## src/rtl/core/hrsp_pkg.sv

```systemverilog
// Shared types, codes and tables of the HTTP request stream parser.
package hrsp_pkg;

  typedef enum logic [2:0] {
    PART_DELIM   = 3'd0,
    PART_METHOD  = 3'd1,
    PART_URL     = 3'd2,
    PART_VERSION = 3'd3,
    PART_NAME    = 3'd4,
    PART_VALUE   = 3'd5,
    PART_BODY    = 3'd6,
    PART_HELD    = 3'd7
  } part_e;

  typedef enum logic [3:0] {
    EV_NONE         = 4'd0,
    EV_LINE_DONE    = 4'd1,
    EV_HEADER_DONE  = 4'd2,
    EV_HEADERS_DONE = 4'd3,
    EV_REQUEST_DONE = 4'd4,
    EV_BAD_LINE     = 4'd5,
    EV_BAD_HEADER   = 4'd6,
    EV_BAD_BODY     = 4'd7,
    EV_TOO_LARGE    = 4'd8
  } event_e;

  localparam logic [31:0] MaxBodyReset = 32'd1048576;
  localparam logic [3:0]  KeyLen       = 4'd14;
  localparam logic [3:0]  MatchNone    = 4'd15;
  localparam logic [63:0] LenLimit     = 64'h1999_9999_9999_9999;
  localparam logic [3:0]  LenLimitDig  = 4'd5;

  typedef struct packed {
    logic [7:0] data;
    logic       sor;
    logic       is_cr;
    logic       is_lf;
    logic       is_sp;
    logic       is_colon;
    logic       is_ws;
    logic       is_digit;
    logic [3:0] digit;
    logic [7:0] lower;
  } item_t;

  function automatic logic [7:0] key_char(input logic [3:0] pos);
    logic [7:0] c;
    unique case (pos)
      4'd0:    c = "c";
      4'd1:    c = "o";
      4'd2:    c = "n";
      4'd3:    c = "t";
      4'd4:    c = "e";
      4'd5:    c = "n";
      4'd6:    c = "t";
      4'd7:    c = "-";
      4'd8:    c = "l";
      4'd9:    c = "e";
      4'd10:   c = "n";
      4'd11:   c = "g";
      4'd12:   c = "t";
      4'd13:   c = "h";
      default: c = 8'h00;
    endcase
    return c;
  endfunction

endpackage

```

## src/rtl/core/hrsp_front.sv

```systemverilog
// Front end: accepts request bytes and classifies them for the back end.
module hrsp_front (
  input  logic           in_valid_i,
  output logic           in_ready_o,
  input  logic [7:0]     data_byte_i,
  input  logic           start_of_request_i,
  input  logic           q_full_i,
  output logic           push_o,
  output hrsp_pkg::item_t item_o
);
  import hrsp_pkg::*;

  assign in_ready_o = !q_full_i;
  assign push_o     = in_valid_i && !q_full_i;

  always_comb begin
    item_o.data     = data_byte_i;
    item_o.sor      = start_of_request_i;
    item_o.is_cr    = (data_byte_i == 8'h0d);
    item_o.is_lf    = (data_byte_i == 8'h0a);
    item_o.is_sp    = (data_byte_i == 8'h20);
    item_o.is_colon = (data_byte_i == 8'h3a);
    item_o.is_ws    = (data_byte_i == 8'h20) || (data_byte_i == 8'h09);
    item_o.is_digit = (data_byte_i >= 8'h30) && (data_byte_i <= 8'h39);
    item_o.digit    = 4'(data_byte_i - 8'h30);
    if ((data_byte_i >= 8'h41) && (data_byte_i <= 8'h5a)) begin
      item_o.lower = data_byte_i + 8'd32;
    end else begin
      item_o.lower = data_byte_i;
    end
  end

endmodule

```

## src/rtl/core/hrsp_fifo.sv

```systemverilog
// Two-entry queue between the front and back ends.
module hrsp_fifo (
  input  logic            clk_i,
  input  logic            rst_ni,
  input  logic            push_i,
  input  hrsp_pkg::item_t item_i,
  output logic            full_o,
  output logic            valid_o,
  input  logic            pop_i,
  output hrsp_pkg::item_t item_o
);
  import hrsp_pkg::*;

  item_t      mem_q [2];
  logic       wptr_q, rptr_q;
  logic [1:0] count_q;

  assign full_o  = (count_q == 2'd2);
  assign valid_o = (count_q != 2'd0);
  assign item_o  = mem_q[rptr_q];

  always_ff @(posedge clk_i) begin
    if (push_i) begin
      mem_q[wptr_q] <= item_i;
    end
  end

  always_ff @(posedge clk_i or negedge rst_ni) begin
    if (!rst_ni) begin
      wptr_q  <= 1'b0;
      rptr_q  <= 1'b0;
      count_q <= 2'd0;
    end else begin
      if (push_i) wptr_q <= !wptr_q;
      if (pop_i) rptr_q <= !rptr_q;
      count_q <= count_q + 2'(push_i) - 2'(pop_i);
    end
  end

endmodule

```

## src/rtl/core/hrsp_back.sv

```systemverilog
// Back end: request parsing state machine and output register.
module hrsp_back (
  input  logic            clk_i,
  input  logic            rst_ni,
  input  logic [31:0]     max_body_i,
  input  logic            q_valid_i,
  input  hrsp_pkg::item_t item_i,
  output logic            pop_o,
  output logic            out_valid_o,
  input  logic            out_ready_i,
  output logic [7:0]      byte_out_o,
  output logic [2:0]      part_o,
  output logic            held_is_content_o,
  output logic [3:0]      event_res_o,
  output logic [31:0]     body_length_o
);
  import hrsp_pkg::*;

  typedef enum logic [8:0] {
    PH_METHOD     = 9'b000000001,
    PH_URL        = 9'b000000010,
    PH_VERSION    = 9'b000000100,
    PH_NAME_START = 9'b000001000,
    PH_NAME       = 9'b000010000,
    PH_VALUE      = 9'b000100000,
    PH_BODY       = 9'b001000000,
    PH_DONE       = 9'b010000000,
    PH_FAILED     = 9'b100000000
  } phase_e;

  typedef enum logic [1:0] {HELD_NONE, HELD_CR, HELD_COLON} held_e;
  typedef enum logic [1:0] {SCAN_LEAD, SCAN_DIGITS, SCAN_TRAIL, SCAN_BAD} scan_e;

  phase_e      phase_q, phase_d;
  held_e       held_q, held_d;
  logic [1:0]  sc_q, sc_d;
  logic        ms_q, ms_d, us_q, us_d, vs_q, vs_d;
  logic [3:0]  nmp_q, nmp_d;
  logic        lf_q, lf_d;
  scan_e       scan_q, scan_d;
  logic [63:0] lv_q, lv_d;
  logic        lo_q, lo_d;
  logic [31:0] br_q, br_d;

  logic        out_valid_q;
  logic [7:0]  byte_q;
  part_e       part_q, part_d;
  logic        hc_q, hc_d;
  event_e      ev_q, ev_d;
  logic [31:0] blen_q, blen_d;

  logic        fin;
  logic [63:0] lv_next;

  assign pop_o   = q_valid_i && (!out_valid_q || out_ready_i);
  assign lv_next = (lv_q << 3) + (lv_q << 1) + 64'(item_i.digit);

  always_comb begin
    phase_d = phase_q; held_d = held_q; sc_d = sc_q;
    ms_d = ms_q; us_d = us_q; vs_d = vs_q;
    nmp_d = nmp_q; lf_d = lf_q; scan_d = scan_q;
    lv_d = lv_q; lo_d = lo_q; br_d = br_q;
    part_d = PART_DELIM; hc_d = 1'b0; ev_d = EV_NONE; blen_d = 32'd0;
    fin = 1'b0;

    if (item_i.sor) begin
      phase_d = PH_METHOD; held_d = HELD_NONE; sc_d = 2'd0;
      ms_d = 1'b0; us_d = 1'b0; vs_d = 1'b0;
      nmp_d = 4'd0; lf_d = 1'b0; scan_d = SCAN_LEAD;
      lv_d = 64'd0; lo_d = 1'b0; br_d = 32'd0;
    end

    if (held_d == HELD_CR) begin
      held_d = HELD_NONE;
      if (item_i.is_lf) begin
        fin = 1'b1;
        unique case (phase_d)
          PH_METHOD, PH_URL, PH_VERSION: begin
            if (sc_d == 2'd2 && ms_d && us_d && vs_d) begin
              phase_d = PH_NAME_START;
              ev_d    = EV_LINE_DONE;
            end else begin
              phase_d = PH_FAILED;
              ev_d    = EV_BAD_LINE;
            end
          end
          PH_NAME: begin
            phase_d = PH_FAILED;
            ev_d    = EV_BAD_HEADER;
          end
          PH_VALUE: begin
            phase_d = PH_NAME_START;
            nmp_d   = 4'd0;
            ev_d    = EV_HEADER_DONE;
          end
          default: begin
            priority if (!lf_d) begin
              phase_d = PH_DONE;
              ev_d    = EV_REQUEST_DONE;
            end else if (scan_d == SCAN_LEAD || scan_d == SCAN_BAD || lo_d) begin
              phase_d = PH_FAILED;
              ev_d    = EV_BAD_BODY;
            end else if (lv_d > {32'd0, max_body_i}) begin
              phase_d = PH_FAILED;
              ev_d    = EV_TOO_LARGE;
            end else if (lv_d == 64'd0) begin
              phase_d = PH_DONE;
              ev_d    = EV_REQUEST_DONE;
            end else begin
              blen_d  = lv_d[31:0];
              br_d    = lv_d[31:0];
              phase_d = PH_BODY;
              ev_d    = EV_HEADERS_DONE;
            end
          end
        endcase
      end else begin
        hc_d = 1'b1;
        unique case (phase_d)
          PH_METHOD:  ms_d = 1'b1;
          PH_URL:     us_d = 1'b1;
          PH_VERSION: vs_d = 1'b1;
          PH_NAME_START, PH_NAME: begin
            nmp_d   = MatchNone;
            phase_d = PH_NAME;
          end
          PH_VALUE: if (nmp_d == KeyLen) scan_d = SCAN_BAD;
          default: ;
        endcase
      end
    end else if (held_d == HELD_COLON) begin
      held_d = HELD_NONE;
      if (item_i.is_sp) begin
        if (nmp_d == KeyLen && !lf_d) lf_d = 1'b1;
        else nmp_d = MatchNone;
        phase_d = PH_VALUE;
        fin     = 1'b1;
      end else begin
        hc_d    = 1'b1;
        nmp_d   = MatchNone;
        phase_d = PH_NAME;
      end
    end

    if (!fin) begin
      unique case (phase_d)
        PH_METHOD, PH_URL, PH_VERSION: begin
          priority if (item_i.is_cr) begin
            held_d = HELD_CR;
            part_d = PART_HELD;
          end else if (item_i.is_sp && phase_d != PH_VERSION) begin
            phase_d = (phase_d == PH_METHOD) ? PH_URL : PH_VERSION;
            sc_d    = sc_d + 2'd1;
          end else if (phase_d == PH_METHOD) begin
            part_d = PART_METHOD;
            ms_d   = 1'b1;
          end else if (phase_d == PH_URL) begin
            part_d = PART_URL;
            us_d   = 1'b1;
          end else begin
            part_d = PART_VERSION;
            vs_d   = 1'b1;
          end
        end
        PH_NAME_START, PH_NAME: begin
          priority if (item_i.is_cr) begin
            held_d = HELD_CR;
            part_d = PART_HELD;
          end else if (item_i.is_colon) begin
            held_d = HELD_COLON;
            part_d = PART_HELD;
          end else begin
            part_d  = PART_NAME;
            phase_d = PH_NAME;
            if (nmp_d < KeyLen && item_i.lower == key_char(nmp_d)) nmp_d = nmp_d + 4'd1;
            else nmp_d = MatchNone;
          end
        end
        PH_VALUE: begin
          if (item_i.is_cr) begin
            held_d = HELD_CR;
            part_d = PART_HELD;
          end else begin
            part_d = PART_VALUE;
            if (nmp_d == KeyLen) begin
              unique case (scan_d)
                SCAN_LEAD: begin
                  if (item_i.is_digit) scan_d = SCAN_DIGITS;
                  else if (!item_i.is_ws) scan_d = SCAN_BAD;
                end
                SCAN_DIGITS: begin
                  if (item_i.is_ws) scan_d = SCAN_TRAIL;
                  else if (!item_i.is_digit) scan_d = SCAN_BAD;
                end
                default: if (!item_i.is_ws) scan_d = SCAN_BAD;
              endcase
              if (item_i.is_digit && scan_d == SCAN_DIGITS && !lo_d) begin
                if (lv_d > LenLimit || (lv_d == LenLimit && item_i.digit > LenLimitDig)) begin
                  lo_d = 1'b1;
                end else begin
                  lv_d = lv_next;
                end
              end
            end
          end
        end
        PH_BODY: begin
          part_d = PART_BODY;
          if (br_d > 32'd0) br_d = br_d - 32'd1;
          if (br_d == 32'd0) begin
            phase_d = PH_DONE;
            ev_d    = EV_REQUEST_DONE;
            blen_d  = lv_d[31:0];
          end
        end
        default: ;
      endcase
    end
  end

  always_ff @(posedge clk_i or negedge rst_ni) begin
    if (!rst_ni) begin
      phase_q <= PH_METHOD; held_q <= HELD_NONE; sc_q <= 2'd0;
      ms_q <= 1'b0; us_q <= 1'b0; vs_q <= 1'b0;
      nmp_q <= 4'd0; lf_q <= 1'b0; scan_q <= SCAN_LEAD;
      lv_q <= 64'd0; lo_q <= 1'b0; br_q <= 32'd0;
      out_valid_q <= 1'b0;
    end else begin
      if (pop_o) begin
        phase_q <= phase_d; held_q <= held_d; sc_q <= sc_d;
        ms_q <= ms_d; us_q <= us_d; vs_q <= vs_d;
        nmp_q <= nmp_d; lf_q <= lf_d; scan_q <= scan_d;
        lv_q <= lv_d; lo_q <= lo_d; br_q <= br_d;
        out_valid_q <= 1'b1;
      end else if (out_ready_i) begin
        out_valid_q <= 1'b0;
      end
    end
  end

  always_ff @(posedge clk_i) begin
    if (pop_o) begin
      byte_q <= item_i.data;
      part_q <= part_d;
      hc_q   <= hc_d;
      ev_q   <= ev_d;
      blen_q <= blen_d;
    end
  end

  assign out_valid_o       = out_valid_q;
  assign byte_out_o        = byte_q;
  assign part_o            = part_q;
  assign held_is_content_o = hc_q;
  assign event_res_o       = ev_q;
  assign body_length_o     = blen_q;

  a_held_no_event: assert property (@(posedge clk_i) disable iff (!rst_ni)
    out_valid_q && part_q == PART_HELD |-> ev_q == EV_NONE)
    else $error("held byte carries an event");
  a_blen_zero: assert property (@(posedge clk_i) disable iff (!rst_ni)
    out_valid_q && ev_q != EV_HEADERS_DONE && ev_q != EV_REQUEST_DONE |-> blen_q == 32'd0)
    else $error("body length outside end events");
  a_content_no_event: assert property (@(posedge clk_i) disable iff (!rst_ni)
    out_valid_q && hc_q |-> ev_q == EV_NONE)
    else $error("held content with event");
  a_body_count: assert property (@(posedge clk_i) disable iff (!rst_ni)
    phase_q == PH_BODY |-> br_q != 32'd0)
    else $error("body phase with nothing left");

endmodule

```

## src/rtl/core/http_request_stream_parser.sv

```systemverilog
// Top level of the HTTP request stream parser.
// Usage:
//   Input channel (in_valid_i/in_ready_o) takes one request byte per
//   transaction with start_of_request_i marking the first byte of a request.
//   Output channel (out_valid_o/out_ready_i) gives one transaction per input
//   byte: the byte echoed, its part tag, the held-content flag, an event code
//   and the declared body length with the headers-done and request-done events.
//   cfg_we_i/cfg_wdata_i write the maximum body length; write only when idle.
// Path: an accepted byte is first written into the queue, then parsed by the
//   back end into the output register.
// Throughput: one byte per cycle while out_ready_i is high, set by the
//   combinational parse step of the back-end state machine.
// Reset: clears the queue, the output register and all parse state; the
//   maximum body length returns to 1048576.
// Stall: when out_ready_i is low the output holds, the back end stops, and
//   the two-entry queue fills before in_ready_o drops.
module http_request_stream_parser (
  input  logic        clk_i,
  input  logic        rst_ni,
  input  logic        cfg_we_i,
  input  logic [31:0] cfg_wdata_i,
  input  logic        in_valid_i,
  output logic        in_ready_o,
  input  logic [7:0]  data_byte_i,
  input  logic        start_of_request_i,
  output logic        out_valid_o,
  input  logic        out_ready_i,
  output logic [7:0]  byte_out_o,
  output logic [2:0]  part_o,
  output logic        held_is_content_o,
  output logic [3:0]  event_res_o,
  output logic [31:0] body_length_o
);
  import hrsp_pkg::*;

  logic [31:0] max_body_q;
  logic        push, full, q_valid, pop;
  item_t       push_item, q_item;

  always_ff @(posedge clk_i or negedge rst_ni) begin
    if (!rst_ni) begin
      max_body_q <= MaxBodyReset;
    end else if (cfg_we_i) begin
      max_body_q <= cfg_wdata_i;
    end
  end

  hrsp_front u_front (
    .in_valid_i         (in_valid_i),
    .in_ready_o         (in_ready_o),
    .data_byte_i        (data_byte_i),
    .start_of_request_i (start_of_request_i),
    .q_full_i           (full),
    .push_o             (push),
    .item_o             (push_item)
  );

  hrsp_fifo u_fifo (
    .clk_i   (clk_i),
    .rst_ni  (rst_ni),
    .push_i  (push),
    .item_i  (push_item),
    .full_o  (full),
    .valid_o (q_valid),
    .pop_i   (pop),
    .item_o  (q_item)
  );

  hrsp_back u_back (
    .clk_i             (clk_i),
    .rst_ni            (rst_ni),
    .max_body_i        (max_body_q),
    .q_valid_i         (q_valid),
    .item_i            (q_item),
    .pop_o             (pop),
    .out_valid_o       (out_valid_o),
    .out_ready_i       (out_ready_i),
    .byte_out_o        (byte_out_o),
    .part_o            (part_o),
    .held_is_content_o (held_is_content_o),
    .event_res_o       (event_res_o),
    .body_length_o     (body_length_o)
  );

endmodule
```

## config.mk

```make
export PLATFORM = sky130hd
export DESIGN_NAME = http_request_stream_parser
export DESIGN_NICKNAME = d
export VERILOG_FILES = /design/src/rtl/core/hrsp_pkg.sv /design/src/rtl/core/hrsp_front.sv /design/src/rtl/core/hrsp_fifo.sv /design/src/rtl/core/hrsp_back.sv /design/src/rtl/core/http_request_stream_parser.sv
export SDC_FILE = /design/constraint.sdc
export NUM_CORES = 1
export LEC_CHECK = 0
export BUFFER_PORTS_ARGS = -buffer_cell sky130_fd_sc_hd__clkbuf_2
export CAP_MARGIN = 0
export CORE_ASPECT_RATIO = 1.25
export CORE_MARGIN = 3
export CORE_UTILIZATION = 40
export DETAILED_ROUTE_END_ITERATION = 7
export PLACE_DENSITY = 0.62
export SLEW_MARGIN = 40
export SYNTH_ARGS = -nofsm -noshare
export SYNTH_HDL_FRONTEND = slang
export SYNTH_SLANG_ARGS = --single-unit
export TNS_END_PERCENT = 20
```

## constraint.sdc

```tcl
create_clock -name clk_i -period 9.4 [get_ports clk_i]
set_clock_uncertainty 0.15 [all_clocks]
set_input_delay 2.35 -clock clk_i [delete_from_list [all_inputs] [get_ports clk_i]]
set_output_delay 2.35 -clock clk_i [all_outputs]
set_load 0.005 [all_outputs]
```

# Word level (Yosys, flattened, before mapping)
# Memories as Yosys holds them, arrays and structs flattened.
# Cells that the tools add are included.
word_totals:
  inputBits: 46
  rom_bits: 112
  ramBits: 54
  reg_bits: 205
  n_memories: 2
memory_table:
  columns: ["name", "words", "width", "rd", "rd_clocked_by_memory_dff", "wr", "line", "rtl"]
  rows:
  - ["(no name shown)", 16, 7, 1, 0, 0, "hrsp_pkg.sv:48", "unique case (pos)"]
  - ["u_fifo.mem_q", 2, 27, 1, 0, 1, "hrsp_fifo.sv:14", "item_t mem_q [2];"]
classes:
  n_reduce_logical: 36
  n_mux: 171
  n_addsub: 9
  eq_ne: 30
  magnitude_cmp: 9
op_table:
  columns: ["operator", "n"]
  rows:
  - ["$mux 32", 23]
  - ["$mux 64", 7]
  - ["$mux 9", 15]
  - ["$mux 4", 21]
  - ["$add 64x4->64", 1]
  - ["$add 64x64->64", 1]
  - ["$eq 64x61->1 const B", 1]
  - ["$gt 64x32->1", 1]
  - ["$gt 64x61->1 const B", 1]
  - ["$logic_not 64->1", 1]
  - ["$mux 2", 31]
  - ["$mux 1", 54]
  - ["$pmux 9 s3", 2]
  - ["$mux 8", 6]
  - ["$gt 32x1->1 const B", 1]
  - ["$logic_not 32->1", 1]
  - ["$sub 32x1->32 const B", 1]
  - ["$eq 8x4->1 const B", 3]
  - ["$mux 3", 7]
  - ["$eq 9x1->1 const B", 2]
  - ["$eq 9x2->1 const B", 2]
  - ["$eq 9x3->1 const B", 2]
  - ["$eq 9x4->1 const B", 2]
  - ["$eq 9x5->1 const B", 2]
  - ["other kinds (33)", 67]

# Logic depth before layout (Yosys ltp)
# Gate-level depths: netlist (run 1).
# An unclocked memory read counts as a cell.
logic_depth:
  depth_word: 22
  mapped_depth: 40
  ltp_nobuf: 25

# Cells and area by module
# From an unflattened synthesis (run 1), not the netlist that was laid out.
unflattened:
  cells_unflattened: 2030
  area_unflattened_um2: 19368.6
modules_own_cells:
  columns: ["module", "seq_area_each_um2", "cells_per_inst", "n_inst", "area_per_inst_um2"]
  rows:
  - ["hrsp_back", 4470.5, 1809, 1, 15408.5]
  - ["hrsp_fifo", 1721.7, 99, 1, 2247.2]
  - ["http_request_stream_parser", 802.0, 68, 1, 1346.3]
  - ["hrsp_front", 0.0, 54, 1, 366.6]

# Least setup slack after synthesis (run 1)
# OpenSTA, ideal clock, no wires.
synth_path:
  kind: "reg2reg"
  from: "register u_fifo.rptr_q"
  to: "register u_back.blen_q[31] (netlist: u_back.body_length_o[31]), data pin"
  setup_slack_ns: 0.633
  period_less_slack_ns: 8.767
  setup_ns: 0.146
  stages_incl_launch_ff: 39
  arrival_ns: 8.471
  cell_sequence: "dfrtp_1 buf_6 mux2i_2 clkbuf_1 clkbuf_1 clkbuf_1 clkbuf_1 clkbuf_1 clkbuf_1 clkbuf_1 clkbuf_1 and2_1 ha_1 a21o_1 a221o_1 a221oi_1 o211ai_1 a22o_1 [... 3 more ...] clkbuf_1 buf_1 nand2_1 nand2_1 nand2_1 ha_1 o21ai_0 or3_1 a21oi_1 or2_2 nor4_2 nand2_1 a2111o_1 nor3_1 nand4_1 or3_1 buf_2 a21oi_1"
synth_between:
  elab_chain_len: 18
  elab_cells_between_ends: 72
  classes_between: "add/sub (1); order compare (2); eq/ne (11); mux (46); reduce/logical (11); memory (1)"
synth_lines:
  columns: ["item", "line", "rtl"]
  rows:
  - ["start, declared", "hrsp_fifo.sv:15", "logic wptr_q, rptr_q;"]
  - ["start signal, assigned", "hrsp_fifo.sv:35", "if (pop_i) rptr_q <= !rptr_q;"]
  - ["$mem_v2 2x27 *", null, null]
  - ["parallel branches: the longest is 16 deep, another holds $gt 64x32->1", null, null]
  - ["$mux 32 *", "hrsp_back.sv:145", "if (!fin) begin"]
  - ["named net u_back.blen_d[31]", "hrsp_back.sv:50", "logic [31:0] blen_q, blen_d;"]
  - ["end signal, assigned", "hrsp_back.sv:247", "blen_q <= blen_d;"]
  - ["end, declared", "hrsp_back.sv:50", null]
# Mark *: on every way through the listed nets, which the timed path passes. The select of a mux whose other input is x is not followed.
# A chain may end at the register's enable or synchronous reset.

# Worst setup path in the final report (run 1)
layout_path:
  from: "register u_fifo.rptr_q"
  to: "register u_back.blen_q[23] (netlist: u_back.body_length_o[23]), data pin"
# The elaborated chain is that of the path after synthesis.

==> reports/metrics.cfg, run 1 <==
[die]
io_pins=96
initial_core_util_pct=40.6
std_cell_rows=86
die_y_microns=243
die-area_sq_mm=0.0474
core_sq_mm=0.0442
die_width_microns=195

[drt]
final_antenna_net_count=0
wl_per_cell_microns=20.4
vias_per_cell=5.94
first_iter_violations=1339
firstDrtPassIters=5
drcViolationCount=0
vias=16127
totalWireLength_mm=55.5

[power_and_ir_drop]
leakagePower_nw=9.35
power.density_mw_per_mm2=178
ir_worst_vdd_v=0.000158

[cells_and_area]
multi_input_area_sq_mm=0.0109
layout_common_cells=275 x nand2_1, 191 x o21ai_0, 166 x ha_1
fill_cells=4295
area_growth_pct=11.6
diodes=0
layout.nets=2332
final_area_sq_mm=0.0200
mostFrequentLayoutCell=nand2_1
seq_area_sq_mm=0.00645
drive_above_1_share_pct=10.3

[synth]
synth_cell_types=89
synthArstFlopShare_pct=65.1
synthesis.instances=2052
yosysWarnings=0
synth_area_leader_cell=dfrtp_1
synthesis.area_sq_mm=0.0179
yosysTopAreaCellShare_pct=21.6
synth-seq-cells=241
synth_edf_count=84
ys_seq_area_share_pct=36.0
ys_top_cells_by_area=dfrtp_1 22%, edfxtp_1 14%, ha_1 12%
syn_area_per_cell_sq_um=8.74
synth_fp_nets=2266
synth_ff_type=dfrtp_1

[clocking]
h-tree-depth=1
clockBufferDepth=3
clockRootBuffer=clkbuf_16
cts_tree=yes
cts_buffers=29
hold_buffers=0
cts_setup_buffers=0
cts_resized=0
clock_latency_ps=580
path_clk_slew_ps=60
cts_sinks=241

[worst_setup_path]
arrival_ps=8040
path_class=flip-flop to flip-flop
endpoint_kind=flip-flop
cp_max_fo=97
worst-endpoint-required_ps=9670
crit_path_start_kind=flip-flop

[timing]
relSlewSlack_pct=42.0
fin_crit_sh_pct=82.6
worstMarginPinSlew_ps=858
tns_ps=0
hold_viol_final=0
slew_viol_final=0
finalSetupViolCount=0
rsz0062_at_grt=false
max_freq_mhz=129
fin_crit_ps=7770
timing.hold.ws_ps=327

[flow_run]
drv_cap=0

[placed_design]
place_congestion=0.951
dp_hpwl_mm=40.2
placed_area_sq_mm=0.0190
io_buffer_count=95

[global_route]
antenna_found_initial=0
grt_remaining_overflow=0
grt_pass1_wl_mm=87.9
grt_max_degree=98
grt_util_all_layers_pct=22.7
grt_pass1_vias=15712

[min_path]
hp-class=flip-flop to flip-flop

[status]
status=complete, no violations

[report_power, final]
part	switching (mW)	total, mW	internal [mW]
clock network	0.476	1.18	0.704
registers	0.0846	1.37	1.28
logic	0.692	1.01	0.319
[per-layer routing]
layer  track usage, %  up-vias  part of all wire, %
li1                 -     7682                    -
met1             28.7     7686                   41
met2             39.0      603                   48
met3             2.86      156                  6.2
met4             9.36        0                  4.9
met5                0        -                    0
[sequential cells by signal, indices dropped and copies added (netlist names)]
signal                    cells
u_back.lo_q                   1
u_back.ms_q                   1
u_back.lf_q                   1
u_back.vs_q                   1
u_fifo.mem_q                 36
u_back.us_q                   1
u_back.held_q                 2
u_fifo.wptr_q                 1
u_back.phase_q                9
u_back.br_q                  32
u_fifo.rptr_q                 1
u_back.byte_out_o             8
max_body_q                   32
u_back.lv_q                  64
u_fifo.count_q                2
u_back.held_is_content_o      1
u_back.scan_q                 2
u_back.sc_q                   2
u_back.nmp_q                  4
u_back.part_o                 3
u_back.out_valid_o            1
u_back.event_res_o            4
u_back.body_length_o         32
[layout make-up]
type                       count  area share (%)
multi-input combinational   1644            54.2
sequential                   241            32.2
clock buffer                  32            3.68
tap                          572            3.57
timing repair buffer         120            3.46
inverter                      82            1.54
clock inverter                22            1.26
[synth_stat cells, types with 24 or more instances]
master and n:
a21o_1 47, a21oi_1 140, a31oi_1 29, and2_1 59, clkbuf_1 64, dfrtp_1 155, edfxtp_1 84, ha_1 166
inv_1 82, mux2i_1 25, nand2_1 275, nand3_1 53, nand4_1 29, nor2_1 119, nor3_1 48, nor4_1 27
o21ai_0 192, or3_1 24, xnor2_1 61, xor2_1 40
[kinds of logic after synthesis]
group,Yosys count,synth area share (%)
AND/OR/NAND/NOR,737,20.1
AO/OA/AOI/OAI,597,21.1
flip-flops,241,36.0
adder cells (fa/ha/maj),168,11.8
buffers and inverters,167,3.73
XOR/XNOR,101,4.93
multiplexers,41,2.43
[stage by stage]
stage | power (mW) | instances | setup slack, ps | util (%)
floorplan | 2.03 | 2052 | 633 | -
finish | 3.56 | 2713 | 1630 | 45.3
global route | 3.75 | 2713 | 1200 | 45.3
detailed placement | 2.40 | 2659 | 1800 | 43.0
CTS | 3.60 | 2713 | 1770 | 45.3
global placement | 2.38 | 2659 | 2020 | 43.0
[critical path, cell delays in order (launching register included)]
cell and delay [ps]:
dfrtp_1 410, mux2i_4 270, buf_12 350, nand2_1 170, inv_1 140, ha_1 250
and2_0 160, a221o_1 300, a221oi_1 280, o211ai_1 200, a22oi_4 560, nand2_2 620
nand2_1 220, a21oi_1 110, inv_1 140, ha_1 180, o21ai_0 90, or3_1 390
a21oi_1 150, or2_2 140, nor4_2 70, or4_1 500, a2111o_1 380, nor3_1 190
nand4_1 220, or3_1 620, a21oi_1 260
[worst paths after layout]
check / slack (ps) / end / cells after the start / from
setup / recovery: 1630 / u_back.body_length_o[23] / 26 / u_fifo.rptr_q
hold / removal: 330 / u_back.sc_q[1] / 2 / u_back.sc_q[1]
setup reg to reg: 1630 / u_back.body_length_o[23] / 26 / u_fifo.rptr_q
hold reg to reg: 330 / u_back.sc_q[1] / 2 / u_back.sc_q[1]
max in group asynchronous: 6260 / u_back.br_q[3] / 2 / rst_ni
min in group asynchronous: 1650 / u_back.lv_q[21] / 1 / rst_ni
(Power assumes the default switching activity.)
==> run 2: changes to the inputs <==
--- a/config.mk
+++ b/config.mk
@@ -11,7 +11,7 @@
 export CORE_MARGIN = 3
 export CORE_UTILIZATION = 40
 export DETAILED_ROUTE_END_ITERATION = 7
-export PLACE_DENSITY = 0.62
+export PLACE_DENSITY = 0.6
 export SLEW_MARGIN = 40
 export SYNTH_ARGS = -nofsm -noshare
 export SYNTH_HDL_FRONTEND = slang
==> constraint.sdc (replaced) <==
create_clock -name clk_i -period 8.1 [get_ports clk_i]
set_clock_uncertainty 0.15 [all_clocks]
set_input_delay 2.025 -clock clk_i [delete_from_list [all_inputs] [get_ports clk_i]]
set_output_delay 2.025 -clock clk_i [all_outputs]
set_load 0.005 [all_outputs]
==> reports/metrics.cfg, run 2 (synthesized netlist as in run 1, its figures left out) <==
[cells_and_area]
largest_register=u_back.lv_q
diodes=0  ; unchanged
layout_common_cells=275 x nand2_1, 192 x o21ai_0, 166 x ha_1
mostFrequentLayoutCell=nand2_1
multi_input_area_sq_mm=0.0109  ; about the same
drive_above_1_share_pct=10.8  ; +0.49 points
layout.nets=2348  ; +0.69%
largest_reg_flops=64  ; unchanged
fill_cells=4303  ; +0.19%
top_regs=u_back.lv_q x64, u_fifo.mem_q x36
fin_util_pct=45.4  ; +0.16 points
area_growth_pct=12.0
seq_area_sq_mm=0.00645  ; unchanged

[die]
io_pins=96  ; unchanged
die_width_microns=195  ; unchanged
std_cell_rows=86  ; unchanged
die_y_microns=243  ; unchanged
die-area_sq_mm=0.0474  ; unchanged
core_sq_mm=0.0442  ; unchanged
initial_core_util_pct=40.6  ; unchanged

[clocking]
cts_tree=yes
hold_buffers=0  ; unchanged
cts_resized=0  ; unchanged
clock_latency_ps=580  ; about the same
h-tree-depth=1  ; unchanged
path_clk_slew_ps=60  ; about the same
cts_buffers=27  ; -6.9%
clockRootBuffer=clkbuf_16
cts_setup_buffers=0  ; unchanged
cts_sinks=241  ; unchanged
clockBufferDepth=3  ; unchanged

[placed_design]
dp_hpwl_mm=42.2  ; +5.0%
place_congestion=0.997  ; +4.9%
pre_cts_ws_ps=972  ; -829 ps
io_buffer_count=95  ; unchanged

[drt]
vias=16229  ; +0.63%
firstDrtPassIters=7  ; +2
wl_per_cell_microns=21.1  ; +3.1%
final_antenna_net_count=0  ; unchanged
totalWireLength_mm=57.5  ; +3.6%
vias_per_cell=5.95  ; +0.12%
first_iter_violations=1174  ; -12%
drcViolationCount=0  ; unchanged

[global_route]
grt_remaining_overflow=0  ; unchanged
antenna_found_initial=1  ; +1
grt_max_degree=93  ; -5.1%
grt_util_all_layers_pct=23.8  ; +1.1 points
grt_pass1_vias=16191  ; +3.0%
grt_pass1_wl_mm=91.0  ; +3.5%

[power_and_ir_drop]
leakagePower_nw=9.41  ; +0.57%
ir_worst_vdd_v=0.000174  ; +9.8%
power.density_mw_per_mm2=203  ; +15%

[flow_run]
drv_cap=0  ; unchanged

[worst_setup_path]
worst-endpoint-required_ps=8350  ; -1320 ps
cp_max_fo=15  ; -85%
crit_start=u_fifo.rptr_q
endpoint_kind=flip-flop
arrival_ps=7360  ; -680 ps
r2r_start=u_fifo.rptr_q
crit_path_start_kind=flip-flop
path_class=flip-flop to flip-flop

[timing]
slew_viol_final=0  ; unchanged
tns_ps=0  ; unchanged
setup_ws_ps=992  ; -641 ps
fin_crit_ps=7110  ; -659 ps
timing.hold.ws_ps=336  ; +9.28 ps
worstMarginPinSlew_ps=779  ; -78.4 ps
finalSetupViolCount=0  ; unchanged
max_freq_mhz=141  ; +9.3%
rsz0062_at_grt=false
relSlewSlack_pct=47.5  ; +5.5 points
hold_viol_final=0  ; unchanged
fin_crit_sh_pct=87.7  ; +5.1 points

[status]
status=complete, no violations

[min_path]
hold_start=u_back.sc_q[1]
hp-class=flip-flop to flip-flop

run 2: cell count changes in the layout (fill, tap and decap cells not counted), sizes merged:
cell / before / now
clkinv: 12 / 8
buf: 26 / 44
inv: 84 / 82
clkinvlp: 3 / 4
clkbuf: 126 / 128
bufinv: 5 / 4
run 2: cell type report:
type / count / share of cell area (%)
Multi-Input combinational cell: 1644 / 54.1
Inverter: 82 / 1.54
Clock buffer: 34 / 3.54
Timing Repair Buffer: 138 / 4.21
Sequential cell: 241 / 32.1
Tap cell: 572 / 3.56
Clock inverter: 16 / 0.947
run 2: where the power goes:
part	total [mW]	internal, mW	switching [mW]	leakage [nW]
registers	1.59	1.49	0.0999	2.92
logic	1.22	0.392	0.823	6.05
clock network	1.29	0.750	0.537	0.429
total	4.09	2.63	1.46	9.41
run 2: worst max-delay path, cell delays in order, from the launching register on:
cell,delay [ps]
dfrtp_1,400
mux2i_4,500
buf_8,220
buf_4,210
and2_1,140
ha_1,250
a21oi_1,140
a21boi_0,90
a2111oi_0,430
o22ai_1,260
a22o_1,310
nor2_2,270
nand2_1,100
a21oi_1,270
inv_1,130
ha_1,220
o21ai_0,70
or3_1,130
a21oi_1,50
or2_2,330
nor4_4,360
nand2_1,90
a2111o_1,450
nor3_1,210
nand4_1,240
or3_1,620
a21oi_1,260
run 2: through the flow:
| stage | instances | power [mW] | instance area (sq um) |
|---|---|---|---|
| floorplan | 2052 | 2.36 | 18000 |
| global placement | 2675 | 2.79 | 19100 |
| detailed placement | 2675 | 2.81 | 19100 |
| CTS | 2725 | 4.11 | 20000 |
| global route | 2727 | 4.32 | 20100 |
| finish | 2727 | 4.09 | 20100 |
run 2: final timing paths:
path	end	slack, ps	depth (start not counted)
worst min-delay path	u_back.sc_q[1]	340	2
worst min register to register	u_back.sc_q[1]	340	2
max in group asynchronous	u_fifo.count_q[1]	5320	3
worst max register to register	u_back.body_length_o[7]	990	26
min in group asynchronous	u_back.lv_q[20]	1150	1
worst max-delay path	u_back.body_length_o[7]	990	26
run 2: layer usage:
layer | track usage [%] | part of all wire (%) | vias up | wire length (microns)
met3 | 2.87 | 5.5 | 176 | 3170
met1 | 29.5 | 41 | 7805 | 23400
met5 | 0 | 0.012 | - | 7
met2 | 40.7 | 48 | 551 | 27700
met4 | 11.9 | 5.5 | 2 | 3170
li1 | - | - | 7695 | -
==> run 3: changes to the inputs <==
--- a/config.mk
+++ b/config.mk
@@ -6,7 +6,6 @@
 export NUM_CORES = 1
 export LEC_CHECK = 0
 export BUFFER_PORTS_ARGS = -buffer_cell sky130_fd_sc_hd__clkbuf_2
-export CAP_MARGIN = 0
 export CORE_ASPECT_RATIO = 1.25
 export CORE_MARGIN = 3
 export CORE_UTILIZATION = 40
==> constraint.sdc (replaced) <==
create_clock -name clk_i -period 8.1 [get_ports clk_i]
set_clock_uncertainty 0.15 [all_clocks]
set_input_delay 0.405 -clock clk_i [delete_from_list [all_inputs] [get_ports clk_i]]
set_output_delay 0.405 -clock clk_i [all_outputs]
set_load 0.005 [all_outputs]
==> reports/metrics.cfg, run 3 (synthesized netlist as in run 1, its figures left out) <==
[status]
status=complete, no violations

[die]
die_y_microns=243  ; unchanged
std_cell_rows=86  ; unchanged
die_width_microns=195  ; unchanged
core_sq_mm=0.0442  ; unchanged
die-area_sq_mm=0.0474  ; unchanged
io_pins=96  ; unchanged
initial_core_util_pct=40.6  ; unchanged

[clocking]
h-tree-depth=1  ; unchanged
cts_sinks=241  ; unchanged
cts_setup_buffers=0  ; unchanged
hold_buffers=43  ; +43
clock_latency_ps=570  ; about the same
cts_tree=yes
path_clk_slew_ps=60  ; about the same
clockRootBuffer=clkbuf_16
cts_buffers=28  ; +3.7%
clockBufferDepth=3  ; unchanged
cts_resized=0  ; unchanged

[timing]
rsz0062_at_grt=false
finalSetupViolCount=0  ; unchanged
tns_ps=0  ; unchanged
fin_crit_sh_pct=87.6  ; -0.18 points
slew_viol_final=0  ; unchanged
relSlewSlack_pct=48.2  ; +0.71 points
hold_viol_final=0  ; unchanged
setup_ws_ps=1010  ; +14.5 ps
worstMarginPinSlew_ps=770  ; -9.06 ps
fin_crit_ps=7090  ; -14.5 ps
max_freq_mhz=141  ; +0.20%

[drt]
vias=16346  ; +0.72%
final_antenna_net_count=0  ; unchanged
first_iter_violations=1056  ; -10%
firstDrtPassIters=5  ; -2
totalWireLength_mm=58.1  ; +1.0%
wl_met2_mm=27.5  ; -0.77%
met3_length_mm=3.66  ; +16%
drcViolationCount=0  ; unchanged
wl_per_cell_microns=21.0  ; -0.57%
top_layer_used=met5
vias_per_cell=5.90  ; -0.88%
drt-met1-wl_mm=23.5  ; +0.50%

[power_and_ir_drop]
ir_worst_vdd_v=0.000314  ; +81%
totalPowerFinal_mw=4.16  ; +1.8%
p_sw_mw=1.48  ; +1.7%
seqPwrFrac_pct=38.1  ; -0.7 points
power.share.clock_pct=32.3  ; +0.8 points
combPwrFrac_pct=29.6  ; about the same
leakagePower_nw=9.61  ; +2.1%
intPower_mw=2.68  ; +1.9%
p_sw_share_pct=35.7  ; -0.049 points
power.density_mw_per_mm2=202  ; -0.58%

[worst_setup_path]
endpoint_kind=flip-flop
crit_path_start_kind=flip-flop
reg2reg_to=u_back.body_length_o[11]
r2r_slack_ps=1010  ; about the same
crit_slowest_cell=or3_1
path_buf_inv=3  ; unchanged
cp_max_fo=20  ; +5
crit_family=simple AND/OR/NAND/NOR gates
slowest_delay_ps=630  ; about the same
arrival_ps=7350  ; about the same
r2r_cells=26  ; unchanged
r2r_start=u_fifo.rptr_q
path_class=flip-flop to flip-flop
crit_top_cell=a21oi_1
worst-endpoint-required_ps=8350  ; about the same

[flow_run]
drv_cap=0  ; unchanged

[cells_and_area]
largest_reg_flops=64  ; unchanged
top_regs=u_back.lv_q x64, u_fifo.mem_q x36
fin_util_pct=46.5  ; +1.1 points
area_growth_pct=14.7
layout.nets=2391  ; +1.8%
drive_above_1_share_pct=10.9  ; +0.10 points
mostFrequentLayoutCell=nand2_1
diodes=0  ; unchanged
layout_common_cells=275 x nand2_1, 191 x o21ai_0, 166 x ha_1
stdcell_count=2771  ; +1.6%
largest_register=u_back.lv_q

[global_route]
grt_remaining_overflow=0  ; unchanged
grt_util_all_layers_pct=23.9  ; +0.14 points
antenna_found_initial=1  ; unchanged
grt_pass1_wl_mm=91.7  ; +0.74%
grt_max_degree=93  ; unchanged
grt_pass1_vias=16188  ; -0.019%

[min_path]
hp-class=primary input to flip-flop
hold_start=out_ready_i
worstHoldEndpoint=u_back.out_valid_o
worstHoldPathCells=3  ; +1

[placed_design]
dp.cells=2675  ; unchanged
place_congestion=0.996  ; about the same
pre_cts_ws_ps=940  ; -32.3 ps
io_buffer_count=95  ; unchanged
dp_hpwl_mm=42.3  ; about the same

-- run 3: cell types whose count changed in the layout (fill, tap and decap cells not counted), sizes merged --
cell	change
bufinv	-1
clkinv	+2
buf	-1
dlygate4sd3	+43
inv	-1
clkinvlp	+2
-- run 3: worst max-delay path by stage --
stage,from,endpoint,slack (ps),depth (start not counted)
floorplan,u_fifo.rptr_q,u_back.body_length_o[31],20,38
global placement,u_fifo.rptr_q,u_back.body_length_o[23],1070,26
detailed placement,u_fifo.rptr_q,u_back.body_length_o[11],940,26
CTS,u_fifo.rptr_q,u_back.body_length_o[11],890,26
global route,u_fifo.rptr_q,u_back.body_length_o[23],640,27
finish,u_fifo.rptr_q,u_back.body_length_o[11],1010,26
-- run 3: area by class of cell --
type	count	area, sq um
clock buffer	34	786
multi-input combinational	1644	10900
sequential	241	6450
fill	4275	23700
clock inverter	18	189
tap	572	716
timing repair buffer	180	1250
inverter	82	309
-- run 3: worst register-to-register path, stage by stage (launching register included) --
cell       delay [ps]
dfrtp_1           400
mux2i_4           440
buf_6             270
buf_4             240
and2_1            170
ha_1              250
a21oi_1           150
a21boi_0          100
a2111oi_0         420
o22ai_1           260
a22o_1            320
nor2_2            270
nand2_1            90
a21oi_1           260
inv_1             120
ha_1              230
o21ai_0            70
or3_1             130
a21oi_1            50
or2_2             330
nor4_4            350
nand2_1           100
a2111o_1          440
nor3_1            200
nand4_1           230
or3_1             630
a21oi_1           260
-- run 3: through the flow --
stage	area [sq um]	hold slack [ps]
global route	20600	46.5
global placement	19100	314
detailed placement	19100	317
CTS	20500	5.26
floorplan	18000	-40.6
finish	20600	28.1
-- run 3: routing by layer --
metal  up-vias  global-route usage (%)
li1       7794                       -
met1      7744                    29.7
met2       626                    40.6
met3       180                    3.14
met4         2                    12.2
met5         -                       0
-- run 3: power by group through the flow --
stage | Clock, mW | Sequential, mW | Combinational, mW
3_5_place_dp | 0 | 1.61 | 1.20
4_1_cts | 1.38 | 1.59 | 1.23
5_1_grt | 1.43 | 1.60 | 1.36
2_1_floorplan | 0 | 1.58 | 0.776
3_3_place_gp | 0 | 1.61 | 1.18
6_report | 1.34 | 1.58 | 1.23
